==> src/rtl/multi_mode_rate_limiter_assert.svh <==
// assertion macros for the rate limiter back end
`ifndef MULTI_MODE_RATE_LIMITER_ASSERT_SVH
`define MULTI_MODE_RATE_LIMITER_ASSERT_SVH

// condition must hold at every edge out of reset
`define MMRL_CHECK(lbl, cond, msg) \
  lbl: assert property (@(posedge clk) disable iff (!rst_n) (cond)) else $error(msg);

// when pre holds, post must hold at the same edge
`define MMRL_IMPLY(lbl, pre, post, msg) \
  lbl: assert property (@(posedge clk) disable iff (!rst_n) (pre) |-> (post)) else $error(msg);

`endif

==> src/rtl/mmrl_pkg.sv <==
`timescale 1ns / 1ps
package mmrl_pkg;

  localparam int LOG_DEPTH    = 1024;
  localparam int CLIENT_SLOTS = 16;

  localparam int LOG_AW = (LOG_DEPTH > 1) ? $clog2(LOG_DEPTH) : 1;
  localparam int LCW    = $clog2(LOG_DEPTH + 1);
  localparam int CIW    = (CLIENT_SLOTS > 1) ? $clog2(CLIENT_SLOTS) : 1;
  localparam int CCW    = $clog2(CLIENT_SLOTS + 1);
  localparam int QDEPTH = 2;
  localparam int QPW    = (QDEPTH > 1) ? $clog2(QDEPTH) : 1;
  localparam int QCW    = $clog2(QDEPTH + 1);

  localparam int LVL_W  = 26;
  localparam int PROD_W = 48;
  localparam int CFG_IW = 4;

  localparam logic [LVL_W-1:0] MILLI   = 26'd1000;
  localparam logic [15:0]      DEF_CAP = 16'd10;
  localparam logic [15:0]      DEF_WIN = 16'd1000;
  localparam logic [15:0]      RST_RATE = 16'd10;
  localparam logic [15:0]      RST_BURST = 16'd0;

  // register indexes
  localparam logic [CFG_IW-1:0] REG_MODE  = 4'd0;
  localparam logic [CFG_IW-1:0] REG_RATE  = 4'd1;
  localparam logic [CFG_IW-1:0] REG_BURST = 4'd2;
  localparam logic [CFG_IW-1:0] REG_WIN   = 4'd3;

  typedef enum logic [1:0] {
    MODE_TOKEN,
    MODE_LEAKY,
    MODE_WINDOW,
    MODE_SLIDE
  } mode_t;

  typedef enum logic [1:0] {
    RSN_OK,
    RSN_GLOBAL,
    RSN_CLIENT,
    RSN_FULL
  } reason_t;

  typedef enum logic [3:0] {
    ST_IDLE,
    ST_INIT,
    ST_FULL,
    ST_NEW,
    ST_GLOB,
    ST_GUPD,
    ST_EVRD,
    ST_EVCMP,
    ST_CRD,
    ST_CWR,
    ST_DEC
  } state_t;

  typedef struct packed {
    logic              wr;
    logic [CFG_IW-1:0] index;
    logic [15:0]       data;
  } cfg_wr_t;

  typedef struct packed {
    logic           cmd;
    logic           full;
    logic           is_new;
    logic [CIW-1:0] idx;
    logic [31:0]    now;
  } q_entry_t;

  typedef struct packed {
    logic [LVL_W-1:0] level;
    logic [31:0]      last;
    logic [31:0]      wstart;
    logic [15:0]      wcnt;
  } client_rec_t;

  // bucket capacity in thousandths
  function automatic logic [LVL_W-1:0] cap_of(logic [15:0] rate, logic [15:0] burst);
    logic [15:0] c;
    c = (burst != 16'd0) ? burst : ((rate != 16'd0) ? rate : DEF_CAP);
    return LVL_W'(c) * MILLI;
  endfunction

  // token refill clamped at capacity
  function automatic logic [LVL_W-1:0] fill_up(logic [LVL_W-1:0] level,
                                               logic [PROD_W-1:0] prod,
                                               logic [LVL_W-1:0] cap);
    logic [PROD_W:0] s;
    s = (PROD_W+1)'(level) + (PROD_W+1)'(prod);
    return (s > (PROD_W+1)'(cap)) ? cap : s[LVL_W-1:0];
  endfunction

  // leaky drain clamped at zero
  function automatic logic [LVL_W-1:0] drain(logic [LVL_W-1:0] level,
                                             logic [PROD_W-1:0] prod);
    return (prod >= PROD_W'(level)) ? '0 : level - prod[LVL_W-1:0];
  endfunction

endpackage

==> src/rtl/mmrl_fifo.sv <==
`timescale 1ns / 1ps
module mmrl_fifo (
  input  logic               clk,
  input  logic               rst_n,
  input  logic               push,
  input  mmrl_pkg::q_entry_t din,
  output logic               full,
  input  logic               pop,
  output logic               valid,
  output mmrl_pkg::q_entry_t dout
);

  mmrl_pkg::q_entry_t       mem_r [mmrl_pkg::QDEPTH];
  logic [mmrl_pkg::QPW-1:0] wp_r, rp_r;
  logic [mmrl_pkg::QCW-1:0] cnt_r;

  assign full  = (cnt_r == mmrl_pkg::QCW'(mmrl_pkg::QDEPTH));
  assign valid = (cnt_r != '0);
  assign dout  = mem_r[rp_r];

  // pointers and fill count
  always_ff @(posedge clk) begin
    if (!rst_n) begin
      wp_r  <= '0;
      rp_r  <= '0;
      cnt_r <= '0;
    end else begin
      if (push) begin
        wp_r <= (wp_r == mmrl_pkg::QPW'(mmrl_pkg::QDEPTH - 1)) ? '0 : wp_r + 1'b1;
      end
      if (pop) begin
        rp_r <= (rp_r == mmrl_pkg::QPW'(mmrl_pkg::QDEPTH - 1)) ? '0 : rp_r + 1'b1;
      end
      if (push && !pop) begin
        cnt_r <= cnt_r + 1'b1;
      end else if (pop && !push) begin
        cnt_r <= cnt_r - 1'b1;
      end
    end
  end

  always_ff @(posedge clk) begin
    if (push) begin
      mem_r[wp_r] <= din;
    end
  end

endmodule

==> config.mk <==
export PLATFORM = sky130hd
export DESIGN_NAME = mmrl_fifo
export DESIGN_NICKNAME = d
export VERILOG_FILES = /design/src/rtl/multi_mode_rate_limiter_assert.svh /design/src/rtl/mmrl_pkg.sv /design/src/rtl/mmrl_fifo.sv
export SDC_FILE = /design/constraint.sdc
export NUM_CORES = 1
export LEC_CHECK = 0
export BUFFER_PORTS_ARGS = -buffer_cell sky130_fd_sc_hd__buf_2
export CAP_MARGIN = 15
export CORE_UTILIZATION = 45
export CTS_BUF_LIST = sky130_fd_sc_hd__clkbuf_16
export DETAILED_ROUTE_END_ITERATION = 10
export PLACE_DENSITY = 0.72
export SETUP_SLACK_MARGIN = 0.02
export SLEW_MARGIN = 20
export SYNTH_ARGS = -nofsm -noshare
export SYNTH_HDL_FRONTEND = slang
export SYNTH_SLANG_ARGS = --single-unit
==> constraint.sdc <==
create_clock -name clk -period 8.68 [get_ports clk]
set_input_delay 2.604 -clock clk [delete_from_list [all_inputs] [get_ports clk]]
set_output_delay 2.604 -clock clk [all_outputs]
set_load 0.01 [all_outputs]
# Word-level counts from Yosys, hierarchy flattened
# Memories as Yosys holds them, arrays and structs flattened. A register that Yosys moved wholly into a read port is not among the register bits.
# Cells that the tools add are included.
# W data, S select, Z words.
# totals
register_bits	4
input_bits	43
word_cells	23
ram_bits	78
memories	1
out_inout_bits	41
# memory_table
name	depth	word_bits	rd	rd_ports_with_merged_regs	wr	line	source
mem_r	2	39	1	1	1	mmrl_fifo.sv:13	mmrl_pkg::q_entry_t mem_r [mmrl_pkg::QDEPTH];
# op_classes
n_reduce_logical	6
add_sub_neg	4
muxes	8
n_eq_ne	1
# op_table
cell	count
$mux W1	6
$mux W2	2
$reduce_bool A2 Y1	2
$add A1 B1 Y1 const B	2
$add A2 B1 Y2 const B	1
$eq A2 B2 Y1 const B	1
$logic_and A1 B1 Y1	2
$logic_not A1 Y1	2
$sub A2 B1 Y2 const B	1

# Depth between registers and ports, before layout
# Gate-level depths: netlist of run 1.
# logic_depth
depth_word	4
mapped_depth	5

# Worst setup path before layout of run 1
# OpenSTA, ideal clock, no wires.
# synth_timing
path_kind	input-to-reg
startpoint	input push
endpoint	memory mem_r[0][0] (netlist name) (enable)
t_required_ns	8.239
setup_slack_ns	3.857
setup_ns	0.441
path_buffers	0
t_arrival_ns	4.382
stages	1
path_cell_list	nor2b_1
# synth_via
elab_chain_cells	2
# synth_lines
item	line	source
start, declared	mmrl_fifo.sv:5	input logic push,
$mux W1	mmrl_fifo.sv:43	if (push) begin
$mux W1 (implied by the code)	mmrl_fifo.sv:44	mem_r[wp_r] <= din;
end, declared	mmrl_fifo.sv:13	
# Every way passes these cells.

==> results.json, run 1 <==
{
  "comb_power_share": 0.091,
  "p_sw_frac": 0.206,
  "end_kind": "output port",
  "ys_warn_count": 0,
  "root_buffer": "clkbuf_16",
  "synthCells": 143,
  "crit_slowest_cell": "dfxtp_2",
  "clk_pin_slew_ns": 0.06,
  "status": "complete, but fails checks",
  "power_mw": 0.913,
  "postCtsHoldBufs": 0,
  "fin_tns_setup_ns": 0,
  "reg2reg_from": "wp_r",
  "reg2reg_slack_ns": 7.11,
  "crit_path_start_kind": "register",
  "finalMaxSlewViolations": 0,
  "grt_usage": 0.145,
  "cap_violations": 0,
  "r2r_end": "mem_r[1][14]",
  "cts_sinks": 83,
  "stdcell_count": 316,
  "path_class": "register to output port",
  "syn_area_um2": 3030,
  "hold_end": "cnt_r[1]",
  "drc": 14,
  "area_delta_synth_final_pct": 25.9,
  "violations": "DRC",
  "core_area_um2": 6420,
  "port_buffers": 83,
  "cts_max_level": 3,
  "first_global_vias": 1556,
  "clockBufferDepth": 2,
  "die_w_um": 84.1,
  "dp.final_hpwl_um": 3050,
  "setup_viol": 0,
  "p_seq_frac": 0.520,
  "fp.dieH_um": 84.1,
  "fmax_mhz": 224,
  "relSlewSlack": 0.359,
  "period_share": 0.514,
  "power.switching_mw": 0.188,
  "nFillCells": 513,
  "gr-total-overflow": 0,
  "postCtsSetupBuffers": 0,
  "drtIter0Drc": 103,
  "drive_gt1_frac": 0.590,
  "antenna_left": 0,
  "placed_cells": 300,
  "rsz0062_at_grt": "false",
  "yosysTopAreaCell": "edfxtp_1",
  "slowest_delay_ns": 0.95,
  "fin_util": 0.594,
  "path_max_fanout": 39,
  "routed_via_density": 4.91,
  "synth_flop_cell": "edfxtp_1",
  "antenna_found_initial": 0,
  "grt_max_degree": 40,
  "final_hold_viol_count": 0,
  "crit_chain": "mux2_2, buf_2",
  "rows": 29,
  "n_antenna_cell": 0,
  "synthArstFlopShare": 0,
  "vias": 1553,
  "whs_ns": 0.503,
  "p_clk_frac": 0.389,
  "dieArea_um2": 7070,
  "p_leak_nw": 1.46,
  "synthTopCellsByCount": "edfxtp_1, mux2_2, dfxtp_1",
  "clk_latency_ns": 0.32,
  "post_drt_wl_per_cell_um": 15.1,
  "yosys.area.top_type_share": 0.773,
  "rr_worst_depth": 1,
  "crit_required_ns": 6.08,
  "first_pass_iters": 7,
  "peakVddDrop_mv": 0.192,
  "cts_tree": "built",
  "p_int_mw": 0.725,
  "cts_buffers": 9,
  "yosysMostFrequentCell": "edfxtp_1",
  "min-delay-start": "cnt_r[1]",
  "worstPathArrival_ns": 1.86,
  "period_minus_slack_ns": 4.46,
  "synth.top_cells.by_area": "edfxtp_1, mux2_2, dfxtp_1",
  "yosysSeqAreaShare": 0.806,
  "skew_ns": 0.00430,
  "fin_nets": 278,
  "synth_edf_count": 78,
  "ctsResizeCount": 0,
  "ys_ff_latch": 83,
  "wirelength_um": 4780,
  "initial_core_util": 0.472,
  "tightest_slew_ns": 0.962,
  "whs_path_depth": 2,
  "ys_types": 18,
  "syn_nets": 187,
  "power_density_nw_per_um2": 239,
  "hp-class": "register to register",
  "synth_area_per_cell_um2": 21.2,
  "gp_congestion": 0.668,
  "num_io_pins": 84,
  "grt_first_pass_wirelength_um": 7510
}
-- power by group through the flow --
stage	registers [mW]	logic, mW	clock network (mW)
detailed placement	0.484	0.0842	0
finish	0.475	0.0831	0.355
CTS	0.475	0.0848	0.365
floorplan	0.475	0.0546	0
global placement	0.483	0.0831	0
global route	0.477	0.0901	0.380
-- worst max path at each step --
stage	from	end	slack [ns]	cells past startpoint
2_1_floorplan	push	mem_r[0][0]	3.86	1
3_3_place_gp	register	dout[2]	4.51	2
3_5_place_dp	register	dout[2]	4.51	2
4_1_cts	register	dout[2]	4.16	2
5_1_grt	register	dout[29]	4.11	2
6_report	register	dout[10]	4.22	2
-- registers in the layout (all words and copies together) (netlist names), named ones only --
| signal | cells |
|---|---|
| mem_r | 78 |
| cnt_r | 2 |
| rp_r | 1 |
| wp_r | 1 |
-- layout make-up --
type	count	area [um2]	share of cell area
sequential	83	2440	0.640
multi-input combinational	55	566	0.148
timing repair buffer	84	423	0.111
clock buffer	9	225	0.0590
tap	77	96.3	0.0252
clock inverter	7	60.1	0.0157
inverter	1	3.75	0.000983
-- stage by stage --
| stage | cell area [um2] | setup WS (ns) |
|---|---|---|
| after floorplan | 3030 | 3.86 |
| after detailed placement | 3530 | 4.51 |
| final | 3820 | 4.22 |
| after CTS | 3820 | 4.16 |
| after global placement | 3530 | 4.51 |
| after global routing | 3820 | 4.11 |
-- kinds of logic (layout without fill, tap and decap cells) --
group,Yosys count,in the layout,share of synthesized area
AO/OA/AOI/OAI,3,3,0.00660
buffers and inverters,5,101,0.0107
adder cells (fa/ha/maj),1,1,0.00413
XOR/XNOR,3,3,0.00867
multiplexers,39,39,0.145
flip-flops,83,83,0.806
AND/OR/NAND/NOR,9,9,0.0194
-- worst max-delay path, delay by kind of cell (launching register included) --
kind	cells	cell delay, ns
multiplexers	1	0.42
buffers and inverters	1	0.14
flip-flops	1	0.95
-- placed cells by master (no fill, tap or decap) --
cell type   n
buf_2      83
o21a_1      1
dfxtp_2     1
clkbuf_16   9
dfxtp_1     4
ha_1        1
and2_2      1
clkinv_2    2
edfxtp_1   78
nor2b_4     1
clkinv_4    1
xnor2_1     1
or2_2       1
o21ai_0     1
clkinv_1    2
and2_1      3
buf_4       1
bufinv_16   1
inv_1       2
a21boi_1    1
and2b_2     1
nor2b_1     1
or3_1       1
mux2_2     39
xor2_1      2
-- layer usage --
metal  GRT usage  wire length (um)  share of wire
met1       0.180              2060           0.43
met2       0.232              2330           0.49
met3      0.0406               309          0.065
met4      0.0752                79          0.017
met5           0                 0              0
Note: power is estimated with default switching activity, not from simulation.
==> run 2, diff against run 1 <==
Clock period 8.68 ns to 4.11 ns, I/O delays scaled along.
==> run 2 against run 1 <==
The run still ends with DRC left. Combinational power grew 110%. Die area unchanged. First-iteration DRC count down 31%. Critical path depth is the same. Via count did not move. Clock power up 130%. Setup slack got worse by 3.2 ns. Cell count stayed put. Utilization grew 0.53 points. Sequential power increased by 110%. Critical endpoint is now dout[28]. Largest cell class unchanged.
==> results.json, run 2 (synthesis gave the netlist of run 1 again) <==
{
  "period_share": 0.754,
  "peakVddDrop_mv": 0.233,
  "num_io_pins": 84,
  "min-delay-start": "cnt_r[1]",
  "power_density_nw_per_um2": 522,
  "end_kind": "output port",
  "fin_util": 0.600,
  "vias": 1553,
  "layout_commonest_cell": "buf_2",
  "dp.final_hpwl_um": 3010,
  "drive_gt1_frac": 0.598,
  "first_global_vias": 1578,
  "crit_chain": "mux2_2, buf_2",
  "dieArea_um2": 7070,
  "crit_path_start_kind": "register",
  "ctsResizeCount": 0,
  "clk_pin_slew_ns": 0.06,
  "wirelength_um": 4820,
  "path_max_fanout": 39,
  "top_regs": "mem_r x78, cnt_r x2",
  "hp-class": "register to register",
  "rows": 29,
  "status": "complete, but fails checks",
  "critPathTopFamily": "flip-flops",
  "violations": "DRC",
  "cap_violations": 0,
  "whs_path_depth": 2,
  "fin_nets": 278,
  "gp_congestion": 0.675,
  "path_class": "register to output port",
  "grt_usage": 0.145,
  "final_cell_mix": "buf_2, edfxtp_1, mux2_2, clkbuf_16, dfxtp_1",
  "final_hold_viol_count": 0,
  "first_pass_iters": 7,
  "crit_buf_inv": 1,
  "grt_max_degree": 40,
  "p_leak_nw": 1.48,
  "fmax_mhz": 323,
  "worstPathArrival_ns": 1.86,
  "n_antenna_cell": 0,
  "p_seq_frac": 0.499,
  "fin_tns_setup_ns": 0,
  "gr-total-overflow": 0,
  "routed_via_density": 4.91,
  "clk_latency_ns": 0.33,
  "port_buffers": 83,
  "postCtsHoldBufs": 0,
  "largest_reg_flops": 78,
  "power.switching_mw": 0.411,
  "die_w_um": 84.1,
  "cts_sinks": 83,
  "core_area_um2": 6420,
  "reg2reg_slack_ns": 2.49,
  "root_buffer": "clkbuf_16",
  "hold_end": "cnt_r[1]",
  "p_int_mw": 1.60,
  "area_delta_synth_final_pct": 27.0,
  "crit_slowest_cell": "dfxtp_2",
  "r2r_end": "mem_r[1][13]",
  "drc": 14,
  "drtIter0Drc": 71,
  "fp.dieH_um": 84.1,
  "postCtsSetupBuffers": 0,
  "period_minus_slack_ns": 3.10,
  "cts_buffers": 9,
  "post_drt_wl_per_cell_um": 15.2,
  "finalMaxSlewViolations": 0,
  "cts_max_level": 3,
  "grt_first_pass_wirelength_um": 7400,
  "place_ws_ns": 1.31,
  "antenna_left": 0,
  "rr_worst_depth": 1,
  "p_sw_frac": 0.204,
  "reg2reg_from": "wp_r",
  "initial_core_util": 0.472,
  "cp.depth": 2,
  "skew_ns": 0.00389,
  "antenna_found_initial": 0,
  "clockBufferDepth": 2,
  "tightest_slew_ns": 0.998,
  "setup_viol": 0,
  "crit_required_ns": 2.88,
  "comb_power_share": 0.087,
  "finalWorstSetupSlack_ns": 1.01,
  "cts_tree": "built",
  "p_clk_frac": 0.414,
  "slowest_delay_ns": 0.93,
  "relSlewSlack": 0.335,
  "rsz0062_at_grt": "false",
  "regMostFlops": "mem_r"
}
[run 2: changes by cell type in the layout (fill, tap and decap cells not counted)]
cell	change
clkinv_1	-2
bufinv_16	+1
clkinv_4	+1
clkinv_2	-1
clkinvlp_4	+1
[run 2: cell type report]
type                    instances  area [um2]
multi-input cells              55         566
repair buffers                 84         423
clock buffers                   9         225
inverters                       1        3.75
well taps                      77        96.3
clock inverters                 7        93.8
fillers                       496        2570
flip-flops and latches         83        2440
[run 2: metrics by stage]
stage	instances	power, mW	cell area (um2)	hold slack [ns]
final	316	2.01	3850	0.511
after detailed placement	300	1.20	3530	0.492
after global routing	316	2.08	3850	0.534
after floorplan	143	1.12	3030	0.461
after CTS	316	2.03	3850	0.505
after global placement	300	1.19	3530	0.484
[run 2: worst max path at each step]
stage	slack [ns]	from	end
after detailed placement	1.31	register	dout[28]
after global placement	1.32	register	dout[28]
final	1.01	register	dout[28]
after floorplan	0.66	push	mem_r[0][0]
after CTS	0.97	register	dout[28]
after global routing	0.91	register	dout[18]
[run 2: metal layers]
metal	vias up	track usage	part of all wire
met5	-	0	0
met4	0	0.0940	0.024
met3	9	0.0435	0.064
met2	54	0.232	0.49
met1	748	0.171	0.42
li1	742	-	-
[run 2: power groups by stage]
stage | clock network, mW | logic (mW) | registers (mW)
finish | 0.832 | 0.176 | 1.00
global route | 0.882 | 0.190 | 1.01
CTS | 0.848 | 0.178 | 1.00
detailed placement | 0 | 0.178 | 1.02
global placement | 0 | 0.175 | 1.02
floorplan | 0 | 0.115 | 1.00
==> run 3, diff against run 2 <==
Clock period 4.11 ns to 3 ns, I/O delays scaled along.
==> run 3 against run 2 <==
The run still ends with DRC left. Setup slack worse by 0.62 ns. Clock-buffer cell count did not move. Cell count increased by 0.63%. Critical path type unchanged. Highest routed layer unchanged.
==> results.json, run 3 (synthesis gave the netlist of run 1 again) <==
{
  "path_class": "register to output port",
  "gp_congestion": 0.719,
  "routed_via_density": 4.92,
  "initial_core_util": 0.472,
  "cts_tree": "built",
  "hp-class": "register to register",
  "dp.final_hpwl_um": 3300,
  "gr-total-overflow": 0,
  "largest_reg_flops": 78,
  "regMostFlops": "mem_r",
  "cap_violations": 0,
  "area_delta_synth_final_pct": 29.2,
  "p_leak_nw": 1.51,
  "final_cell_mix": "buf_2, edfxtp_1, mux2_2, clkbuf_16, dfxtp_1",
  "antenna_found_initial": 0,
  "post_drt_wl_per_cell_um": 15.7,
  "power_mw": 2.82,
  "cts_sinks": 83,
  "antenna_left": 0,
  "layout_commonest_cell": "buf_2",
  "ctsResizeCount": 0,
  "wirelength_um": 5000,
  "fin_nets": 280,
  "port_buffers": 83,
  "tightest_slew_ns": 0.492,
  "worstPathArrival_ns": 1.70,
  "setup_viol": 0,
  "path_max_fanout": 21,
  "final_hold_viol_count": 0,
  "fp.dieH_um": 84.1,
  "end_kind": "output port",
  "place_ws_ns": 0.711,
  "period_minus_slack_ns": 2.60,
  "drive_gt1_frac": 0.598,
  "grt_max_degree": 27,
  "grt_usage": 0.157,
  "postCtsHoldBufs": 0,
  "crit_required_ns": 2.10,
  "dieArea_um2": 7070,
  "violations": "DRC",
  "grt_first_pass_wirelength_um": 8110,
  "finalMaxSlewViolations": 0,
  "fmax_mhz": 384,
  "clk_pin_slew_ns": 0.06,
  "clockBufferDepth": 2,
  "first_pass_iters": 9,
  "clk_latency_ns": 0.32,
  "power_density_nw_per_um2": 721,
  "num_io_pins": 84,
  "die_w_um": 84.1,
  "rows": 29,
  "root_buffer": "clkbuf_16",
  "place_area_um2": 3580,
  "drtIter0Drc": 65,
  "vias": 1564,
  "crit_path_start_kind": "register",
  "rsz0062_at_grt": "false",
  "core_area_um2": 6420,
  "n_antenna_cell": 0,
  "relSlewSlack": 0.672,
  "first_global_vias": 1668,
  "top_regs": "mem_r x78, cnt_r x2",
  "finalWorstSetupSlack_ns": 0.396,
  "peakVddDrop_mv": 0.340,
  "skew_ns": 0.00700,
  "drc": 12,
  "final_cell_area_um2": 3920,
  "status": "complete, but fails checks",
  "postCtsSetupBuffers": 0,
  "cts_buffers": 9,
  "period_share": 0.868,
  "fin_tns_setup_ns": 0,
  "cts_max_level": 3
}
[run 3: per-layer routing]
metal  GRT usage  share of wire
met3      0.0435          0.053
met5           0              0
met2       0.254           0.51
met1       0.193           0.43
met4      0.0815         0.0098
[run 3: final timing paths]
kind / startpoint / endpoint / slack (ns) / depth (start not counted)
worst max-delay path: register / dout[12] / 0.40 / 3
worst min-delay path: cnt_r[1] / cnt_r[1] / 0.51 / 2
worst min register to register: cnt_r[1] / cnt_r[1] / 0.51 / 2
worst max register to register: wp_r / mem_r[1][29] / 1.63 / 2
[run 3: worst max-delay path: stages (launching register included)]
cell and delay, ns:
dfxtp_2 0.64, buf_12 0.23, mux2_2 0.35, buf_2 0.14
[run 3: cell type report]
| class | instances | area (um2) |
|---|---|---|
| fill | 476 | 2500 |
| sequential | 83 | 2440 |
| multi-input combinational | 55 | 566 |
| timing repair buffer | 86 | 475 |
| clock buffer | 9 | 225 |
| clock inverter | 7 | 108 |
| tap | 77 | 96.3 |
| inverter | 1 | 3.75 |
[run 3: stage by stage]
| step | hold slack [ns] | utilization | cells |
|---|---|---|---|
| 3_5_place_dp | 0.495 | 0.558 | 302 |
| 4_1_cts | 0.505 | 0.610 | 318 |
| 6_report | 0.506 | 0.610 | 318 |
| 2_1_floorplan | 0.461 | - | 143 |
| 3_3_place_gp | 0.484 | 0.558 | 302 |
| 5_1_grt | 0.580 | 0.610 | 318 |
[run 3: where the power goes]
| group | internal (mW) | leakage, nW | switching, mW |
|---|---|---|---|
| sequential | 1.34 | 0.774 | 0.0276 |
| combinational | 0.138 | 0.566 | 0.124 |
| clock | 0.803 | 0.168 | 0.393 |
