$ cat src/rtl/multi_mode_rate_limiter_assert.svh
// assertion macros for the rate limiter back end
`ifndef MULTI_MODE_RATE_LIMITER_ASSERT_SVH
`define MULTI_MODE_RATE_LIMITER_ASSERT_SVH

// condition must hold at every edge out of reset
`define MMRL_CHECK(lbl, cond, msg) \
  lbl: assert property (@(posedge clk) disable iff (!rst_n) (cond)) else $error(msg);

// when pre holds, post must hold at the same edge
`define MMRL_IMPLY(lbl, pre, post, msg) \
  lbl: assert property (@(posedge clk) disable iff (!rst_n) (pre) |-> (post)) else $error(msg);

`endif

$ cat src/rtl/mmrl_pkg.sv
`timescale 1ns / 1ps
package mmrl_pkg;

  localparam int LOG_DEPTH    = 1024;
  localparam int CLIENT_SLOTS = 16;

  localparam int LOG_AW = (LOG_DEPTH > 1) ? $clog2(LOG_DEPTH) : 1;
  localparam int LCW    = $clog2(LOG_DEPTH + 1);
  localparam int CIW    = (CLIENT_SLOTS > 1) ? $clog2(CLIENT_SLOTS) : 1;
  localparam int CCW    = $clog2(CLIENT_SLOTS + 1);
  localparam int QDEPTH = 2;
  localparam int QPW    = (QDEPTH > 1) ? $clog2(QDEPTH) : 1;
  localparam int QCW    = $clog2(QDEPTH + 1);

  localparam int LVL_W  = 26;
  localparam int PROD_W = 48;
  localparam int CFG_IW = 4;

  localparam logic [LVL_W-1:0] MILLI   = 26'd1000;
  localparam logic [15:0]      DEF_CAP = 16'd10;
  localparam logic [15:0]      DEF_WIN = 16'd1000;
  localparam logic [15:0]      RST_RATE = 16'd10;
  localparam logic [15:0]      RST_BURST = 16'd0;

  // register indexes
  localparam logic [CFG_IW-1:0] REG_MODE  = 4'd0;
  localparam logic [CFG_IW-1:0] REG_RATE  = 4'd1;
  localparam logic [CFG_IW-1:0] REG_BURST = 4'd2;
  localparam logic [CFG_IW-1:0] REG_WIN   = 4'd3;

  typedef enum logic [1:0] {
    MODE_TOKEN,
    MODE_LEAKY,
    MODE_WINDOW,
    MODE_SLIDE
  } mode_t;

  typedef enum logic [1:0] {
    RSN_OK,
    RSN_GLOBAL,
    RSN_CLIENT,
    RSN_FULL
  } reason_t;

  typedef enum logic [3:0] {
    ST_IDLE,
    ST_INIT,
    ST_FULL,
    ST_NEW,
    ST_GLOB,
    ST_GUPD,
    ST_EVRD,
    ST_EVCMP,
    ST_CRD,
    ST_CWR,
    ST_DEC
  } state_t;

  typedef struct packed {
    logic              wr;
    logic [CFG_IW-1:0] index;
    logic [15:0]       data;
  } cfg_wr_t;

  typedef struct packed {
    logic           cmd;
    logic           full;
    logic           is_new;
    logic [CIW-1:0] idx;
    logic [31:0]    now;
  } q_entry_t;

  typedef struct packed {
    logic [LVL_W-1:0] level;
    logic [31:0]      last;
    logic [31:0]      wstart;
    logic [15:0]      wcnt;
  } client_rec_t;

  // bucket capacity in thousandths
  function automatic logic [LVL_W-1:0] cap_of(logic [15:0] rate, logic [15:0] burst);
    logic [15:0] c;
    c = (burst != 16'd0) ? burst : ((rate != 16'd0) ? rate : DEF_CAP);
    return LVL_W'(c) * MILLI;
  endfunction

  // token refill clamped at capacity
  function automatic logic [LVL_W-1:0] fill_up(logic [LVL_W-1:0] level,
                                               logic [PROD_W-1:0] prod,
                                               logic [LVL_W-1:0] cap);
    logic [PROD_W:0] s;
    s = (PROD_W+1)'(level) + (PROD_W+1)'(prod);
    return (s > (PROD_W+1)'(cap)) ? cap : s[LVL_W-1:0];
  endfunction

  // leaky drain clamped at zero
  function automatic logic [LVL_W-1:0] drain(logic [LVL_W-1:0] level,
                                             logic [PROD_W-1:0] prod);
    return (prod >= PROD_W'(level)) ? '0 : level - prod[LVL_W-1:0];
  endfunction

endpackage

$ cat src/rtl/mmrl_front.sv
`timescale 1ns / 1ps
module mmrl_front (
  input  logic                clk,
  input  logic                rst_n,
  input  mmrl_pkg::cfg_wr_t   cfg,
  input  logic                in_valid,
  output logic                in_ready,
  input  logic                in_cmd,
  input  logic [31:0]         in_client_key,
  input  logic [31:0]         in_now_ms,
  output logic                q_push,
  output mmrl_pkg::q_entry_t  q_data,
  input  logic                q_full
);

  logic [31:0]             key_r [mmrl_pkg::CLIENT_SLOTS];
  logic [mmrl_pkg::CCW-1:0] used_r, used_nxt;
  logic                    hit, full, acc;
  logic [mmrl_pkg::CIW-1:0] hit_idx;

  assign in_ready = !q_full;
  assign acc      = in_valid && in_ready;

  // key lookup over the used slots
  always_comb begin
    hit     = 1'b0;
    hit_idx = '0;
    for (int i = 0; i < mmrl_pkg::CLIENT_SLOTS; i++) begin
      if (!hit && (mmrl_pkg::CCW'(i) < used_r) && (key_r[i] == in_client_key)) begin
        hit     = 1'b1;
        hit_idx = mmrl_pkg::CIW'(i);
      end
    end
  end

  assign full = !hit && (used_r >= mmrl_pkg::CCW'(mmrl_pkg::CLIENT_SLOTS));

  // classified word for the back end
  always_comb begin
    q_data.cmd    = in_cmd;
    q_data.full   = in_cmd && full;
    q_data.is_new = in_cmd && !hit && !full;
    q_data.idx    = hit ? hit_idx : used_r[mmrl_pkg::CIW-1:0];
    q_data.now    = in_now_ms;
  end

  assign q_push = acc;

  always_comb begin
    used_nxt = used_r;
    if (cfg.wr) begin
      used_nxt = '0;
    end else if (acc && q_data.is_new) begin
      used_nxt = used_r + 1'b1;
    end
  end

  always_ff @(posedge clk) begin
    if (!rst_n) begin
      used_r <= '0;
    end else begin
      used_r <= used_nxt;
    end
  end

  // key table, written on insert
  always_ff @(posedge clk) begin
    if (acc && q_data.is_new) begin
      key_r[used_r[mmrl_pkg::CIW-1:0]] <= in_client_key;
    end
  end

endmodule

$ cat config.mk
export PLATFORM = sky130hd
export DESIGN_NAME = mmrl_front
export DESIGN_NICKNAME = d
export VERILOG_FILES = /design/src/rtl/multi_mode_rate_limiter_assert.svh /design/src/rtl/mmrl_pkg.sv /design/src/rtl/mmrl_front.sv
export SDC_FILE = /design/constraint.sdc
export NUM_CORES = 1
export LEC_CHECK = 0
export ABC_AREA = 1
export BUFFER_PORTS_ARGS = -buffer_cell sky130_fd_sc_hd__buf_2
export CAP_MARGIN = 20
export CORE_MARGIN = 1.5
export CORE_UTILIZATION = 35
export DETAILED_ROUTE_END_ITERATION = 6
export PLACE_DENSITY = 0.47
export SYNTH_ARGS = -nofsm -noshare
export SYNTH_HDL_FRONTEND = slang
export SYNTH_SLANG_ARGS = --single-unit
$ cat constraint.sdc
create_clock -name clk -period 6.2 [get_ports clk]
set_clock_uncertainty 0.1 [all_clocks]
set_input_delay 0.31 -clock clk [delete_from_list [all_inputs] [get_ports clk]]
set_output_delay 0.31 -clock clk [all_outputs]
set_load 0.02 [all_outputs]
Word-level counts from Yosys, hierarchy flattened
Memories as Yosys holds them, arrays and structs flattened.
Cells that the tools add are included.
{ "op_classes": {"n_mux": 34, "bitwise": 1, "eq_ne": 16, "n_reduce_logical": 56, "magnitude_cmp": 17, "n_addsub": 1} }
{ "op_table": {"columns": ["cell", "count"], "rows": [
  ["$eq A32 B32 Y1", 16],
  ["$mux W4", 15],
  ["$lt A4 B5 Y1 const A", 8],
  ["$logic_and A1 B1 Y1", 37],
  ["$lt A3 B5 Y1 const A", 4],
  ["$mux W1", 19],
  ["$logic_not A1 Y1", 18],
  ["$lt A1 B5 Y1 const A", 2],
  ["$lt A2 B5 Y1 const A", 2],
  ["$add A5 B1 Y5 const B", 1],
  ["$ge A5 B5 Y1 const B", 1],
  ["$reduce_or A2 Y1", 1],
  ["$not A1 Y1", 1]
]} }
{ "totals": {"ram_bits": 512, "out_inout_bits": 41, "memories": 1, "word_cells": 127, "input_bits": 90, "register_bits": 5} }
{ "mem_list": {"columns": ["name", "words", "width", "rd", "rd_ports_with_merged_regs", "write_ports", "line_no", "text"], "rows": [
  ["key_r", 16, 32, 16, 0, 1, "mmrl_front.sv:16", "logic [31:0] key_r [mmrl_pkg::CLIENT_SLOTS];"]
]} }

Longest topological paths before layout
Gate-level depths: netlist of run 1.
An unclocked memory read counts as a cell.
{ "depth": {"word_depth": 71, "ltp_mapped": 23} }

Least setup slack after synthesis of run 1
Ideal clock, no wire load.
{ "synth_timing": {"path_type": "input port to flip-flop", "startpoint": "in in_client_key[24]", "endpoint": "mem key_r[1][0] (enable)", "path_slack_ns": 1.316, "t_arrival_ns": 4.322, "stages": 17, "path_cell_list": "buf_4 -> inv_2 -> buf_2 -> o22ai_1 -> nor2_1 -> nand3_1 -> nor2_1 -> nand4_1 -> nand4_4 -> nor2_4 -> nand4_4 -> nor2_4 -> nand3_4 -> nor2_4 -> nand3_2 -> buf_4 -> nor3_1"} }
{ "synth_between": {"elab_chain_cells": 70, "elab_cells_between_ends": 86} }
{ "synth_rtl": {"columns": ["item", "line_no", "text"], "rows": [
  ["start, declared", "mmrl_front.sv:9", "input logic [31:0] in_client_key,"],
  ["$eq A32 B32 Y1", "mmrl_front.sv:29", "if (!hit && (mmrl_pkg::CCW'(i) < used_r) && (key_r[i] == in_client_key)) begin"],
  ["$logic_and A1 B1 Y1", "mmrl_front.sv:29", null],
  ["$mux W1", "mmrl_front.sv:29", null],
  ["$logic_not A1 Y1", "mmrl_front.sv:29", null],
  ["$logic_and A1 B1 Y1 (2 in a row)", "mmrl_front.sv:29", null],
  ["$mux W1", "mmrl_front.sv:29", null],
  ["$logic_not A1 Y1", "mmrl_front.sv:29", null],
  ["$logic_and A1 B1 Y1 (2 in a row)", "mmrl_front.sv:29", null],
  ["[... 52 more ...]", null, null],
  ["$mux W1 (*)", "mmrl_front.sv:29", null],
  ["$logic_not A1 Y1 (*)", "mmrl_front.sv:36, mmrl_front.sv:42", null],
  ["$logic_and A1 B1 Y1", "mmrl_front.sv:36", "assign full = !hit && (used_r >= mmrl_pkg::CCW'(mmrl_pkg::CLIENT_SLOTS));"],
  ["$logic_not A1 Y1", "mmrl_front.sv:42", "q_data.is_new = in_cmd && !hit && !full;"],
  ["$logic_and A1 B1 Y1 (*)", "mmrl_front.sv:42", null],
  ["$logic_and A1 B1 Y1 (*)", "mmrl_front.sv:68", "if (acc && q_data.is_new) begin"],
  ["$mux W1 (*)", "mmrl_front.sv:68", null],
  ["$mux W1 (implied by the code) (*)", "mmrl_front.sv:69", "key_r[used_r[mmrl_pkg::CIW-1:0]] <= in_client_key;"],
  ["end, declared", "mmrl_front.sv:16", null]
]} }
Every way passes the cells marked *; elsewhere a longest branch is shown, timed or not.

==> impl_metrics.prom, run 1 <==
# TYPE chip_impl_metric gauge
chip_impl_metric{name="final_design_area_no_fill",unit="um2"} 26000
chip_impl_info{name="cell_with_the_most_instances_after_synthesis",value="sky130_fd_sc_hd__edfxtp_1"} 1
chip_impl_metric{name="synth_compound_gate_area_share",unit=""} 0.0473
chip_impl_metric{name="synth_edf_count",unit=""} 512
chip_impl_metric{name="r2r_cells",unit=""} 18
chip_impl_info{name="synth_top_family_by_area",value="XOR/XNOR gates"} 1
chip_impl_metric{name="holdWs",unit="ns"} 0.0352
chip_impl_metric{name="route.vias.total",unit=""} 14300
chip_impl_metric{name="final.setup.tns",unit="ns"} 0
chip_impl_metric{name="slew_headroom",unit=""} 0.360
chip_impl_metric{name="synth-adder-area-share",unit=""} 0.00216
chip_impl_metric{name="wl_met1",unit="um"} 32700
chip_impl_info{name="crit_family",value="simple AND/OR/NAND/NOR gates"} 1
chip_impl_metric{name="finalSetupViolCount",unit=""} 0
chip_impl_metric{name="synthArstFlopShare",unit=""} 0
chip_impl_metric{name="hpwl",unit="um"} 45300
chip_impl_metric{name="routed_wire_length_per_instance",unit="um"} 25.5
chip_impl_info{name="synth_ff_type",value="sky130_fd_sc_hd__edfxtp_1"} 1
chip_impl_metric{name="viasPerCell",unit=""} 5.13
chip_impl_metric{name="sink_count",unit=""} 517
chip_impl_metric{name="synthToLayoutAreaGrowth",unit="%"} 12.1
chip_impl_metric{name="pins_over_slew_limit",unit=""} 0
chip_impl_metric{name="layout_worst_path_cycle_share",unit=""} 0.730
chip_impl_metric{name="postSynthNetCount",unit=""} 1904
chip_impl_info{name="holdCritPathClass",value="input pin to flop"} 1
chip_impl_metric{name="post_cts_resize_count",unit=""} 0
chip_impl_metric{name="yosysTopAreaCellShare",unit=""} 0.664
chip_impl_metric{name="synth.lib_cells_used.distinct",unit=""} 48
chip_impl_metric{name="die_y_extent",unit="um"} 260
chip_impl_metric{name="rows",unit=""} 94
chip_impl_metric{name="port-buffer-count",unit=""} 46
chip_impl_metric{name="cts_max_level",unit=""} 2
chip_impl_metric{name="leakage",unit="uW"} 0.00880
chip_impl_info{name="crit_path_cell_trace",value="nor2_8 > inv_1 > o21ai_0 > nor4_1 > nand2_1 > nor2_1 > nand4_1 > nand4_4 > nor2_4 > nand3_4 > nor2_1 > a211oi_1 > buf_2"} 1
chip_impl_info{name="crit_path_top_delay_cell",value="sky130_fd_sc_hd__dfxtp_1"} 1
chip_impl_metric{name="last_weighted_congestion_value_of_the_routability_driven_placer",unit=""} 0.880
chip_impl_info{name="critical_path_class",value="flop to output port"} 1
chip_impl_metric{name="hold_violations_final",unit=""} 0
chip_impl_metric{name="register_bit_total_from_synthesis",unit=""} 517
chip_impl_metric{name="synth.mux.area_fraction",unit=""} 0
chip_impl_metric{name="coreArea",unit="um2"} 65600
chip_impl_info{name="netlist_top_cells_area",value="sky130_fd_sc_hd__edfxtp_1 66%, sky130_fd_sc_hd__xnor2_1 6.9%, sky130_fd_sc_hd__nand2_1 4.9%, sky130_fd_sc_hd__xor2_1 4.7%, sky130_fd_sc_hd__buf_4 1.9%"} 1
chip_impl_info{name="maxUsedRoutingLayer",value="met4"} 1
chip_impl_info{name="regToRegEndpoint",value="key_r[10][25]"} 1
chip_impl_metric{name="nets",unit=""} 1971
chip_impl_metric{name="drt_pre_antenna_iters",unit=""} 5
chip_impl_metric{name="cell_area_power_density",unit="nW/um2"} 285
chip_impl_info{name="cp-start-kind",value="flop"} 1
chip_impl_metric{name="critical_path_cell_count",unit=""} 13
chip_impl_metric{name="grt_usage",unit=""} 0.212
chip_impl_info{name="end_kind",value="output port"} 1
chip_impl_info{name="clk_root_buffer_cell",value="sky130_fd_sc_hd__clkbuf_16"} 1
chip_impl_info{name="synth.top_cells.by_count",value="512 x sky130_fd_sc_hd__edfxtp_1, 304 x sky130_fd_sc_hd__nand2_1, 183 x sky130_fd_sc_hd__xnor2_1"} 1
chip_impl_metric{name="placedInstanceArea",unit="um2"} 24300
chip_impl_info{name="outcome",value="complete, no violations"} 1
chip_impl_metric{name="grt_pass1_vias",unit=""} 13900
chip_impl_metric{name="starting_density_of_the_core",unit=""} 0.353
chip_impl_info{name="cts_tree",value="done"} 1
chip_impl_metric{name="place.detailed.instances",unit=""} 2681
chip_impl_metric{name="detail-route-antenna-nets",unit=""} 0
chip_impl_info{name="netlist.top_cell.by_area",value="sky130_fd_sc_hd__edfxtp_1"} 1
chip_impl_metric{name="met2_length",unit="um"} 33100
chip_impl_metric{name="period_minus_slack",unit="ns"} 4.53
chip_impl_metric{name="routed-wl-met3",unit="um"} 3720
chip_impl_metric{name="num_antenna_cells",unit=""} 0
chip_impl_metric{name="pin_count",unit=""} 131
chip_impl_metric{name="postSynthAreaPerCell",unit="um2"} 12.8
chip_impl_metric{name="syn-cell-area",unit="um2"} 23200
chip_impl_metric{name="worstMarginPinSlew",unit="ns"} 0.960
chip_impl_metric{name="cts.reportedPaths.clkPinSlew",unit="ns"} 0.06
chip_impl_metric{name="worst_path_buf_inv",unit=""} 2
chip_impl_metric{name="worstPathArrival",unit="ns"} 4.12
chip_impl_metric{name="floorplan.die.width",unit="um"} 260
chip_impl_metric{name="power.ir.vdd_worst",unit="uV"} 184
chip_impl_metric{name="required_arrival_time_at_the_worst_endpoint",unit="ns"} 5.79
chip_impl_metric{name="die-area",unit="um2"} 67700
chip_impl_metric{name="layout.cells.non_filler",unit=""} 2784
chip_impl_info{name="worst_hold_path.endpoint",value="key_r[3][5]"} 1
chip_impl_metric{name="fraction_of_the_mapped_netlist_area_in_simple_logic_gates",unit=""} 0.114
chip_impl_metric{name="worst_skew_pair_latency",unit="ns"} 0.61
chip_impl_metric{name="antenna_found_initial",unit=""} 5
chip_impl_metric{name="achievable-frequency",unit="MHz"} 221
chip_impl_metric{name="drc",unit=""} 0
chip_impl_metric{name="detail_route.wirelength",unit="um"} 71100
chip_impl_metric{name="syn-instance-count",unit=""} 1810
chip_impl_metric{name="cts_max_path_buffers",unit=""} 3
chip_impl_info{name="unrepaired_setup_endpoints_after_global_routing",value="no"} 1
chip_impl_metric{name="multiInputGateArea",unit="um2"} 6550
chip_impl_metric{name="regToRegSetupSlack",unit="ns"} 1.87
chip_impl_info{name="reg2reg_from",value="used_r[4]"} 1
chip_impl_metric{name="yosysWarningCount",unit=""} 0
chip_impl_metric{name="whs_path_depth",unit=""} 1
chip_impl_metric{name="final_layout_size_suffix_gt1_frac",unit=""} 0.128
chip_impl_info{name="min_from",value="in_client_key[5]"} 1
chip_impl_metric{name="synth_xor_xnor_area_share",unit=""} 0.116
chip_impl_metric{name="fill_cells",unit=""} 6263
chip_impl_metric{name="area.sequential",unit="um2"} 15500
chip_impl_metric{name="pin_count_of_the_biggest_net_entering_global_routing",unit=""} 33
chip_impl_metric{name="first_pass_grt_wire_length",unit="um"} 101000
chip_impl_metric{name="critical_path.max_stage_delay",unit="ns"} 0.64
chip_impl_info{name="critical-path-top-cell-by-count",value="sky130_fd_sc_hd__nor2_1"} 1
chip_impl_metric{name="synth.yosys.seq_area_share",unit=""} 0.668
chip_impl_metric{name="max_cap_violations",unit=""} 0
chip_impl_metric{name="cp_max_fo",unit=""} 8
chip_impl_metric{name="finalWorstSetupSlack",unit="ns"} 1.67
chip_impl_metric{name="dp_worst_setup_slack",unit="ns"} 1.59
chip_impl_metric{name="cts_buffers",unit=""} 56
chip_impl_metric{name="grt_overflow_total",unit=""} 0
chip_impl_metric{name="initial_drc_count",unit=""} 1276
placed cells by master (no fill, tap or decap), types with 4 or more instances in the layout:
cell type,n
sky130_fd_sc_hd__buf_4,63
sky130_fd_sc_hd__nand3_1,28
sky130_fd_sc_hd__buf_2,46
sky130_fd_sc_hd__o22ai_1,45
sky130_fd_sc_hd__nor3_1,23
sky130_fd_sc_hd__nand4_1,37
sky130_fd_sc_hd__clkinv_2,9
sky130_fd_sc_hd__a211oi_1,10
sky130_fd_sc_hd__a21oi_1,6
sky130_fd_sc_hd__clkbuf_1,17
sky130_fd_sc_hd__nor4_1,45
sky130_fd_sc_hd__clkbuf_16,57
sky130_fd_sc_hd__nor3_2,15
sky130_fd_sc_hd__clkinv_1,19
sky130_fd_sc_hd__edfxtp_1,512
sky130_fd_sc_hd__o21ai_0,53
sky130_fd_sc_hd__xor2_1,124
sky130_fd_sc_hd__inv_1,86
sky130_fd_sc_hd__xnor2_1,183
sky130_fd_sc_hd__nor2_4,4
sky130_fd_sc_hd__a221oi_1,9
sky130_fd_sc_hd__o21ai_1,17
sky130_fd_sc_hd__dfxtp_1,5
sky130_fd_sc_hd__nand2_1,304
sky130_fd_sc_hd__nand2_2,4
sky130_fd_sc_hd__nand3_2,4
sky130_fd_sc_hd__o2111ai_1,10
sky130_fd_sc_hd__a22o_1,11
sky130_fd_sc_hd__ha_1,4
sky130_fd_sc_hd__nor2_1,104
sky130_fd_sc_hd__inv_2,33
state kept, by name, summed over array words and instances, names as in the netlist:
register  cells
key_r       512
used_r        5
power by group:
part | total, uW | switching [uW] | internal [uW]
Sequential | 3850 | 3.63 | 3850
Combinational | 472 | 345 | 127
Clock | 3090 | 1370 | 1720
per-layer routing:
| metal | vias to the layer above | global-route usage |
|---|---|---|
| li1 | 6484 | - |
| met1 | 7228 | 0.304 |
| met4 | 0 | 0.0539 |
| met3 | 99 | 0.0257 |
| met5 | - | 0 |
| met2 | 459 | 0.343 |
kinds of logic after synthesis:
family	Yosys count
AND/OR/NAND/NOR	582
flip-flops	517
XOR/XNOR	307
buffers and inverters	228
AO/OA/AOI/OAI	172
adder cells (fa/ha/maj)	4
per-stage QoR:
stage / utilization / power, uW
4_1_cts: 0.396 / 7490
3_5_place_dp: 0.370 / 4400
3_3_place_gp: 0.370 / 4400
6_report: 0.396 / 7410
5_1_grt: 0.396 / 7640
2_1_floorplan: - / 4200
final cells by class:
class	instances	area share
clock buffers	74	0.0574
clock inverters	27	0.00593
inverters	125	0.0182
multi-input cells	1065	0.252
flip-flops and latches	517	0.596
well taps	864	0.0416
repair buffers	112	0.0286
how the worst max path moves through the flow:
stage,from,end,slack [ns]
2_1_floorplan,in_client_key[24],key_r[1][0],1.32
3_3_place_gp,in_client_key[31],key_r[8][13],1.57
3_5_place_dp,in_client_key[31],key_r[10][20],1.59
4_1_cts,used_r[4],q_data[32],1.59
5_1_grt,used_r[4],q_data[32],1.42
6_report,used_r[4],q_data[32],1.67
repair_timing:
item / in CTS / in global routing
buffers inserted: 0 / 0
hold buffers: 2 / 0
endpoints found under the hold margin: 5 / 0
(Power assumes the default switching activity.)
==> run 2: changes to the inputs <==
PLACE_DENSITY = 0.48   (was 0.47)
clock period = 3.93 ns   (was 6.2 ns; I/O delays follow)
==> impl_metrics.prom, run 2 (same netlist as run 1, synthesis figures left out) <==
# TYPE chip_impl_metric gauge
chip_impl_metric{name="hold_violations_final",unit=""} 0
chip_impl_metric{name="pin_count_of_the_biggest_net_entering_global_routing",unit=""} 33
chip_impl_metric{name="finalSetupViolCount",unit=""} 0
chip_impl_metric{name="die_y_extent",unit="um"} 260
chip_impl_metric{name="starting_density_of_the_core",unit=""} 0.353
chip_impl_metric{name="antenna_found_initial",unit=""} 3
chip_impl_metric{name="worstMarginPinSlew",unit="ns"} 0.814
chip_impl_metric{name="floorplan.die.width",unit="um"} 260
chip_impl_metric{name="grt_overflow_total",unit=""} 0
chip_impl_info{name="critical_path_class",value="input pin to output port"} 1
chip_impl_info{name="holdCritPathClass",value="input pin to flop"} 1
chip_impl_metric{name="die-area",unit="um2"} 67700
chip_impl_metric{name="dp_worst_setup_slack",unit="ns"} -0.0671
chip_impl_metric{name="port-buffer-count",unit=""} 46
chip_impl_metric{name="layout_worst_path_cycle_share",unit=""} 0.970
chip_impl_metric{name="drt_pre_antenna_iters",unit=""} 5
chip_impl_info{name="unrepaired_setup_endpoints_after_global_routing",value="yes"} 1
chip_impl_metric{name="required_arrival_time_at_the_worst_endpoint",unit="ns"} 3.63
chip_impl_metric{name="largest_reg_flops",unit=""} 512
chip_impl_metric{name="achievable-frequency",unit="MHz"} 262
chip_impl_info{name="end_kind",value="output port"} 1
chip_impl_metric{name="worstPathArrival",unit="ns"} 3.52
chip_impl_metric{name="cts_max_level",unit=""} 2
chip_impl_metric{name="nets",unit=""} 2100
chip_impl_metric{name="leakage",unit="uW"} 0.00967
chip_impl_metric{name="viasPerCell",unit=""} 5.07
chip_impl_metric{name="sink_count",unit=""} 517
chip_impl_metric{name="max_cap_violations",unit=""} 0
chip_impl_metric{name="routed_wire_length_per_instance",unit="um"} 25.4
chip_impl_metric{name="power.ir.vdd_worst",unit="uV"} 360
chip_impl_metric{name="cts_max_path_buffers",unit=""} 3
chip_impl_metric{name="pin_count",unit=""} 131
chip_impl_metric{name="grt_usage",unit=""} 0.221
chip_impl_metric{name="rows",unit=""} 94
chip_impl_metric{name="period_minus_slack",unit="ns"} 3.81
chip_impl_metric{name="cell_area_power_density",unit="nW/um2"} 443
chip_impl_info{name="cp-start-kind",value="input pin"} 1
chip_impl_metric{name="grt_pass1_vias",unit=""} 14300
chip_impl_metric{name="detail-route-antenna-nets",unit=""} 0
chip_impl_metric{name="fill_cells",unit=""} 6095
chip_impl_metric{name="pins_over_slew_limit",unit=""} 0
chip_impl_metric{name="drc",unit=""} 0
chip_impl_metric{name="initial_drc_count",unit=""} 1672
chip_impl_metric{name="total_power",unit="uW"} 12300
chip_impl_metric{name="finalWorstSetupSlack",unit="ns"} 0.117
chip_impl_metric{name="coreArea",unit="um2"} 65600
chip_impl_metric{name="cts_buffers",unit=""} 55
chip_impl_info{name="final_cell_mix",value="512 x sky130_fd_sc_hd__edfxtp_1, 304 x sky130_fd_sc_hd__nand2_1, 183 x sky130_fd_sc_hd__xnor2_1"} 1
chip_impl_metric{name="cts.reportedPaths.clkPinSlew",unit="ns"} 0.06
chip_impl_metric{name="hpwl",unit="um"} 49200
chip_impl_metric{name="last_weighted_congestion_value_of_the_routability_driven_placer",unit=""} 0.881
chip_impl_metric{name="synthToLayoutAreaGrowth",unit="%"} 20.0
chip_impl_metric{name="cp_max_fo",unit=""} 11
chip_impl_info{name="outcome",value="complete, no violations"} 1
chip_impl_metric{name="final_layout_size_suffix_gt1_frac",unit=""} 0.179
chip_impl_metric{name="slew_headroom",unit=""} 0.454
chip_impl_info{name="cts_tree",value="done"} 1
chip_impl_metric{name="route.vias.total",unit=""} 14800
chip_impl_metric{name="detail_route.wirelength",unit="um"} 74100
chip_impl_info{name="most_common_cell_after_layout_fill_and_taps_aside",value="sky130_fd_sc_hd__edfxtp_1"} 1
chip_impl_metric{name="first_pass_grt_wire_length",unit="um"} 105000
chip_impl_info{name="clk_root_buffer_cell",value="sky130_fd_sc_hd__clkbuf_16"} 1
chip_impl_metric{name="worst_skew_pair_latency",unit="ns"} 0.63
==> run 2: cell count changes in the layout (fill, tap and decap cells not counted), sizes merged <==
cell,change
bufinv,+7
buf,+98
diode,+1
dlygate4sd3,+31
clkinv,+1
clkinvlp,+3
inv,+1
clkbuf,-9
==> run 2: final timing paths <==
kind              cells past startpoint  slack (ns)            to         startpoint
setup / recovery                     18        0.12    q_data[32]  in_client_key[11]
setup reg to reg                     19        0.33  key_r[5][11]          used_r[4]
hold / removal                        2        0.04  key_r[1][14]  in_client_key[14]
hold reg to reg                       3        0.54     used_r[0]          used_r[0]
==> run 2: report_power, final <==
group	internal, uW	switching (uW)	total [uW]
logic	308	583	891
clock network	3090	2240	5330
registers	6070	5.62	6070
==> run 2: worst max-delay path: stages <==
cell	delay, ns
sky130_fd_sc_hd__dlygate4sd3_1	0.52
sky130_fd_sc_hd__buf_2	0.27
sky130_fd_sc_hd__inv_2	0.09
sky130_fd_sc_hd__buf_4	0.21
sky130_fd_sc_hd__nand2_1	0.08
sky130_fd_sc_hd__o21ai_1	0.05
sky130_fd_sc_hd__nor4_1	0.29
sky130_fd_sc_hd__nand2_1	0.14
sky130_fd_sc_hd__nor4_4	0.25
sky130_fd_sc_hd__nand2_1	0.24
sky130_fd_sc_hd__nand4_4	0.17
sky130_fd_sc_hd__nor2_4	0.05
sky130_fd_sc_hd__nand3_4	0.07
sky130_fd_sc_hd__buf_4	0.15
sky130_fd_sc_hd__nor2_1	0.05
sky130_fd_sc_hd__a211oi_2	0.32
sky130_fd_sc_hd__buf_4	0.17
sky130_fd_sc_hd__buf_2	0.15
==> run 2: through the flow <==
stage	hold slack (ns)	cell area, um2	instances	TNS [ns]	utilization
finish	0.0392	27800	2917	0	0.423
floorplan	0.195	23200	1810	-303.75	-
CTS	0.00289	27800	2916	0	0.423
detailed placement	0.293	25500	2778	-0.0671	0.389
global placement	0.293	25500	2778	-0.0610	0.389
global route	0.0241	27800	2916	-0.0740	0.423
==> run 2: what timing repair did <==
action,CTS,global route
setup buffers,1,0
pin swaps,2,1
hold buffers,34,0
resized for setup,7,10
hold endpoints to repair,132,0
setup endpoints to repair,4,3
==> run 2: per-layer routing <==
metal / vias up / global-route usage / part of all wire
met1: 7497 / 0.314 / 0.46
li1: 6754 / - / -
met2: 447 / 0.358 / 0.47
met4: 0 / 0.0570 / 0.022
met3: 94 / 0.0252 / 0.051
met5: - / 0 / 0
==> run 2: cell type report <==
class | instances | area, um2 | share of cell area
clock inverters | 39 | 402 | 0.0145
clock buffers | 64 | 1410 | 0.0507
diodes | 1 | 2.50 | 0.0000900
repair buffers | 242 | 2300 | 0.0828
well taps | 864 | 1080 | 0.0389
multi-input cells | 1065 | 6650 | 0.239
flip-flops and latches | 517 | 15500 | 0.557
inverters | 125 | 472 | 0.0170
==> run 3: changes to the inputs <==
BUFFER_PORTS_ARGS = -buffer_cell sky130_fd_sc_hd__buf_4   (was -buffer_cell sky130_fd_sc_hd__buf_2)
==> impl_metrics.prom, run 3 (same netlist as run 1, synthesis figures left out) <==
# TYPE chip_impl_metric gauge
chip_impl_metric{name="cts_max_path_buffers",unit=""} 3
chip_impl_metric{name="routed-wl-met3",unit="um"} 3600
chip_impl_metric{name="seq_power_share",unit=""} 0.501
chip_impl_metric{name="antenna_found_initial",unit=""} 3
chip_impl_metric{name="die_y_extent",unit="um"} 260
chip_impl_metric{name="power.ir.vdd_worst",unit="uV"} 318
chip_impl_metric{name="pins_over_slew_limit",unit=""} 0
chip_impl_info{name="most_common_cell_after_layout_fill_and_taps_aside",value="sky130_fd_sc_hd__edfxtp_1"} 1
chip_impl_metric{name="final_layout_size_suffix_gt1_frac",unit=""} 0.156
chip_impl_metric{name="slew_headroom",unit=""} 0.565
chip_impl_metric{name="p_int",unit="uW"} 9330
chip_impl_metric{name="wl_met1",unit="um"} 33000
chip_impl_metric{name="coreArea",unit="um2"} 65600
chip_impl_metric{name="cell_area_power_density",unit="nW/um2"} 445
chip_impl_metric{name="routed_wire_length_per_instance",unit="um"} 24.4
chip_impl_metric{name="power.switching",unit="uW"} 2800
chip_impl_metric{name="max_cap_violations",unit=""} 0
chip_impl_metric{name="critical_path.max_stage_delay",unit="ns"} 0.54
chip_impl_info{name="holdCritPathClass",value="input pin to flop"} 1
chip_impl_metric{name="drt_pre_antenna_iters",unit=""} 7
chip_impl_info{name="crit_path_cell_trace",value="dlygate4sd3_1 > buf_4 > inv_2 > buf_4 > o22ai_1 > a211oi_1 > nand2_1 > a211oi_1 > nand3_1 > nand4_4 > nor2_4 > nand3_4 > nor2_1 > a211oi_1 > buf_4 > buf_4"} 1
chip_impl_metric{name="final.setup.tns",unit="ns"} 0
chip_impl_metric{name="cp_max_fo",unit=""} 15
chip_impl_info{name="crit_family",value="buffers and inverters"} 1
chip_impl_metric{name="cts.reportedPaths.clkPinSlew",unit="ns"} 0.06
chip_impl_metric{name="nets",unit=""} 2064
chip_impl_info{name="critical-path-top-cell-by-count",value="sky130_fd_sc_hd__buf_4"} 1
chip_impl_metric{name="route.vias.total",unit=""} 14500
chip_impl_metric{name="power_frac_clock",unit=""} 0.431
chip_impl_metric{name="total_power",unit="uW"} 12100
chip_impl_metric{name="starting_density_of_the_core",unit=""} 0.353
chip_impl_metric{name="layout_worst_path_cycle_share",unit=""} 0.972
chip_impl_metric{name="worstPathArrival",unit="ns"} 3.52
chip_impl_info{name="crit_path_top_delay_cell",value="sky130_fd_sc_hd__dlygate4sd3_1"} 1
chip_impl_metric{name="finalSetupViolCount",unit=""} 0
chip_impl_metric{name="viasPerCell",unit=""} 5.02
chip_impl_info{name="cts_tree",value="done"} 1
chip_impl_metric{name="floorplan.die.width",unit="um"} 260
chip_impl_metric{name="worst_skew_pair_latency",unit="ns"} 0.64
chip_impl_metric{name="pin_count_of_the_biggest_net_entering_global_routing",unit=""} 33
chip_impl_metric{name="worstMarginPinSlew",unit="ns"} 0.636
chip_impl_metric{name="largest_reg_flops",unit=""} 512
chip_impl_info{name="cp-start-kind",value="input pin"} 1
chip_impl_metric{name="pin_count",unit=""} 131
chip_impl_metric{name="port-buffer-count",unit=""} 46
chip_impl_info{name="unrepaired_setup_endpoints_after_global_routing",value="no"} 1
chip_impl_metric{name="grt_usage",unit=""} 0.209
chip_impl_metric{name="grt_overflow_total",unit=""} 0
chip_impl_info{name="end_kind",value="output port"} 1
chip_impl_info{name="outcome",value="complete, no violations"} 1
chip_impl_metric{name="cts_max_level",unit=""} 2
chip_impl_metric{name="grt_pass1_vias",unit=""} 14000
chip_impl_info{name="critical_path_class",value="input pin to output port"} 1
chip_impl_metric{name="rows",unit=""} 94
chip_impl_metric{name="required_arrival_time_at_the_worst_endpoint",unit="ns"} 3.63
chip_impl_metric{name="achievable-frequency",unit="MHz"} 262
chip_impl_metric{name="worst_path_buf_inv",unit=""} 6
chip_impl_info{name="maxUsedRoutingLayer",value="met4"} 1
chip_impl_metric{name="power.share.switching",unit=""} 0.231
chip_impl_metric{name="drc",unit=""} 0
chip_impl_metric{name="last_weighted_congestion_value_of_the_routability_driven_placer",unit=""} 0.883
chip_impl_metric{name="hold_violations_final",unit=""} 0
chip_impl_metric{name="detail-route-antenna-nets",unit=""} 0
chip_impl_metric{name="sink_count",unit=""} 517
chip_impl_metric{name="synthToLayoutAreaGrowth",unit="%"} 17.8
chip_impl_metric{name="leakage",unit="uW"} 0.00940
chip_impl_metric{name="period_minus_slack",unit="ns"} 3.82
chip_impl_info{name="final_cell_mix",value="512 x sky130_fd_sc_hd__edfxtp_1, 304 x sky130_fd_sc_hd__nand2_1, 183 x sky130_fd_sc_hd__xnor2_1"} 1
chip_impl_metric{name="die-area",unit="um2"} 67700
chip_impl_metric{name="initial_drc_count",unit=""} 1383
chip_impl_metric{name="met2_length",unit="um"} 31600
chip_impl_metric{name="cts_buffers",unit=""} 57
chip_impl_metric{name="power_frac_comb",unit=""} 0.068
chip_impl_metric{name="hpwl",unit="um"} 47500
chip_impl_info{name="clk_root_buffer_cell",value="sky130_fd_sc_hd__clkbuf_16"} 1
chip_impl_metric{name="detail_route.wirelength",unit="um"} 70300
chip_impl_metric{name="first_pass_grt_wire_length",unit="um"} 99700
-- run 3: power by group through the flow --
stage	clock network [uW]	registers [uW]	logic (uW)
finish	5230	6080	825
global route	5530	6070	883
CTS	5320	6080	834
detailed placement	0	6190	799
global placement	0	6190	794
floorplan	0	6200	434
-- run 3: worst paths after layout --
check,depth (start not counted),end,slack [ns],from
worst min-delay path,7,used_r[1],0.21,in_valid
worst max-delay path,16,q_data[32],0.11,in_client_key[9]
worst min register to register,2,used_r[2],0.45,used_r[2]
worst max register to register,19,key_r[11][14],0.41,used_r[3]
-- run 3: stage by stage --
step                      worst slack (ns)  hold slack (ns)  utilization  std cells  cell area [um2]
after floorplan                     -0.949            0.195            -       1810            23200
after global placement               0.346            0.293        0.382       2735            25100
after detailed placement             0.325            0.293        0.382       2735            25100
after CTS                           0.0117            0.195        0.415       2879            27200
after global routing                0.0129            0.239        0.416       2882            27300
final                                0.109            0.212        0.416       2883            27300
-- run 3: cell type report --
class,instances,area [um2]
Tap cell,864,1080
Clock buffer,70,1480
Clock inverter,36,315
Fill cell,6153,38400
Timing Repair Buffer,204,1860
Multi-Input combinational cell,1065,6590
Sequential cell,517,15500
Inverter,125,472
Antenna cell,2,5.00
-- run 3: repair_timing --
| action | CTS | global route |
|---|---|---|
| gates resized for setup | 0 | 8 |
| setup buffers | 0 | 2 |
| hold buffers | 38 | 0 |
| hold endpoints to repair | 183 | 0 |
| endpoints found under the setup margin | 0 | 4 |
-- run 3: routing by layer --
metal	up-vias	GRT usage
met5	-	0
met4	0	0.0633
met3	117	0.0305
met2	447	0.325
met1	7221	0.301
li1	6679	-
-- run 3: worst register-to-register path: stages (launching register included) --
cell,delay (ns)
sky130_fd_sc_hd__dfxtp_2,0.39
sky130_fd_sc_hd__nor2_8,0.15
sky130_fd_sc_hd__nand2_2,0.13
sky130_fd_sc_hd__inv_2,0.12
sky130_fd_sc_hd__nand2_2,0.08
sky130_fd_sc_hd__nor2_1,0.13
sky130_fd_sc_hd__nor2_1,0.07
sky130_fd_sc_hd__nand3_2,0.11
sky130_fd_sc_hd__nand2_2,0.07
sky130_fd_sc_hd__nor2_4,0.15
sky130_fd_sc_hd__nand4_4,0.12
sky130_fd_sc_hd__nor2_4,0.16
sky130_fd_sc_hd__nand4_4,0.12
sky130_fd_sc_hd__nor2_4,0.16
sky130_fd_sc_hd__nand3_4,0.14
sky130_fd_sc_hd__nor2_4,0.15
sky130_fd_sc_hd__nand3_2,0.10
sky130_fd_sc_hd__buf_12,0.19
sky130_fd_sc_hd__nor3_2,0.11
sky130_fd_sc_hd__buf_4,0.40
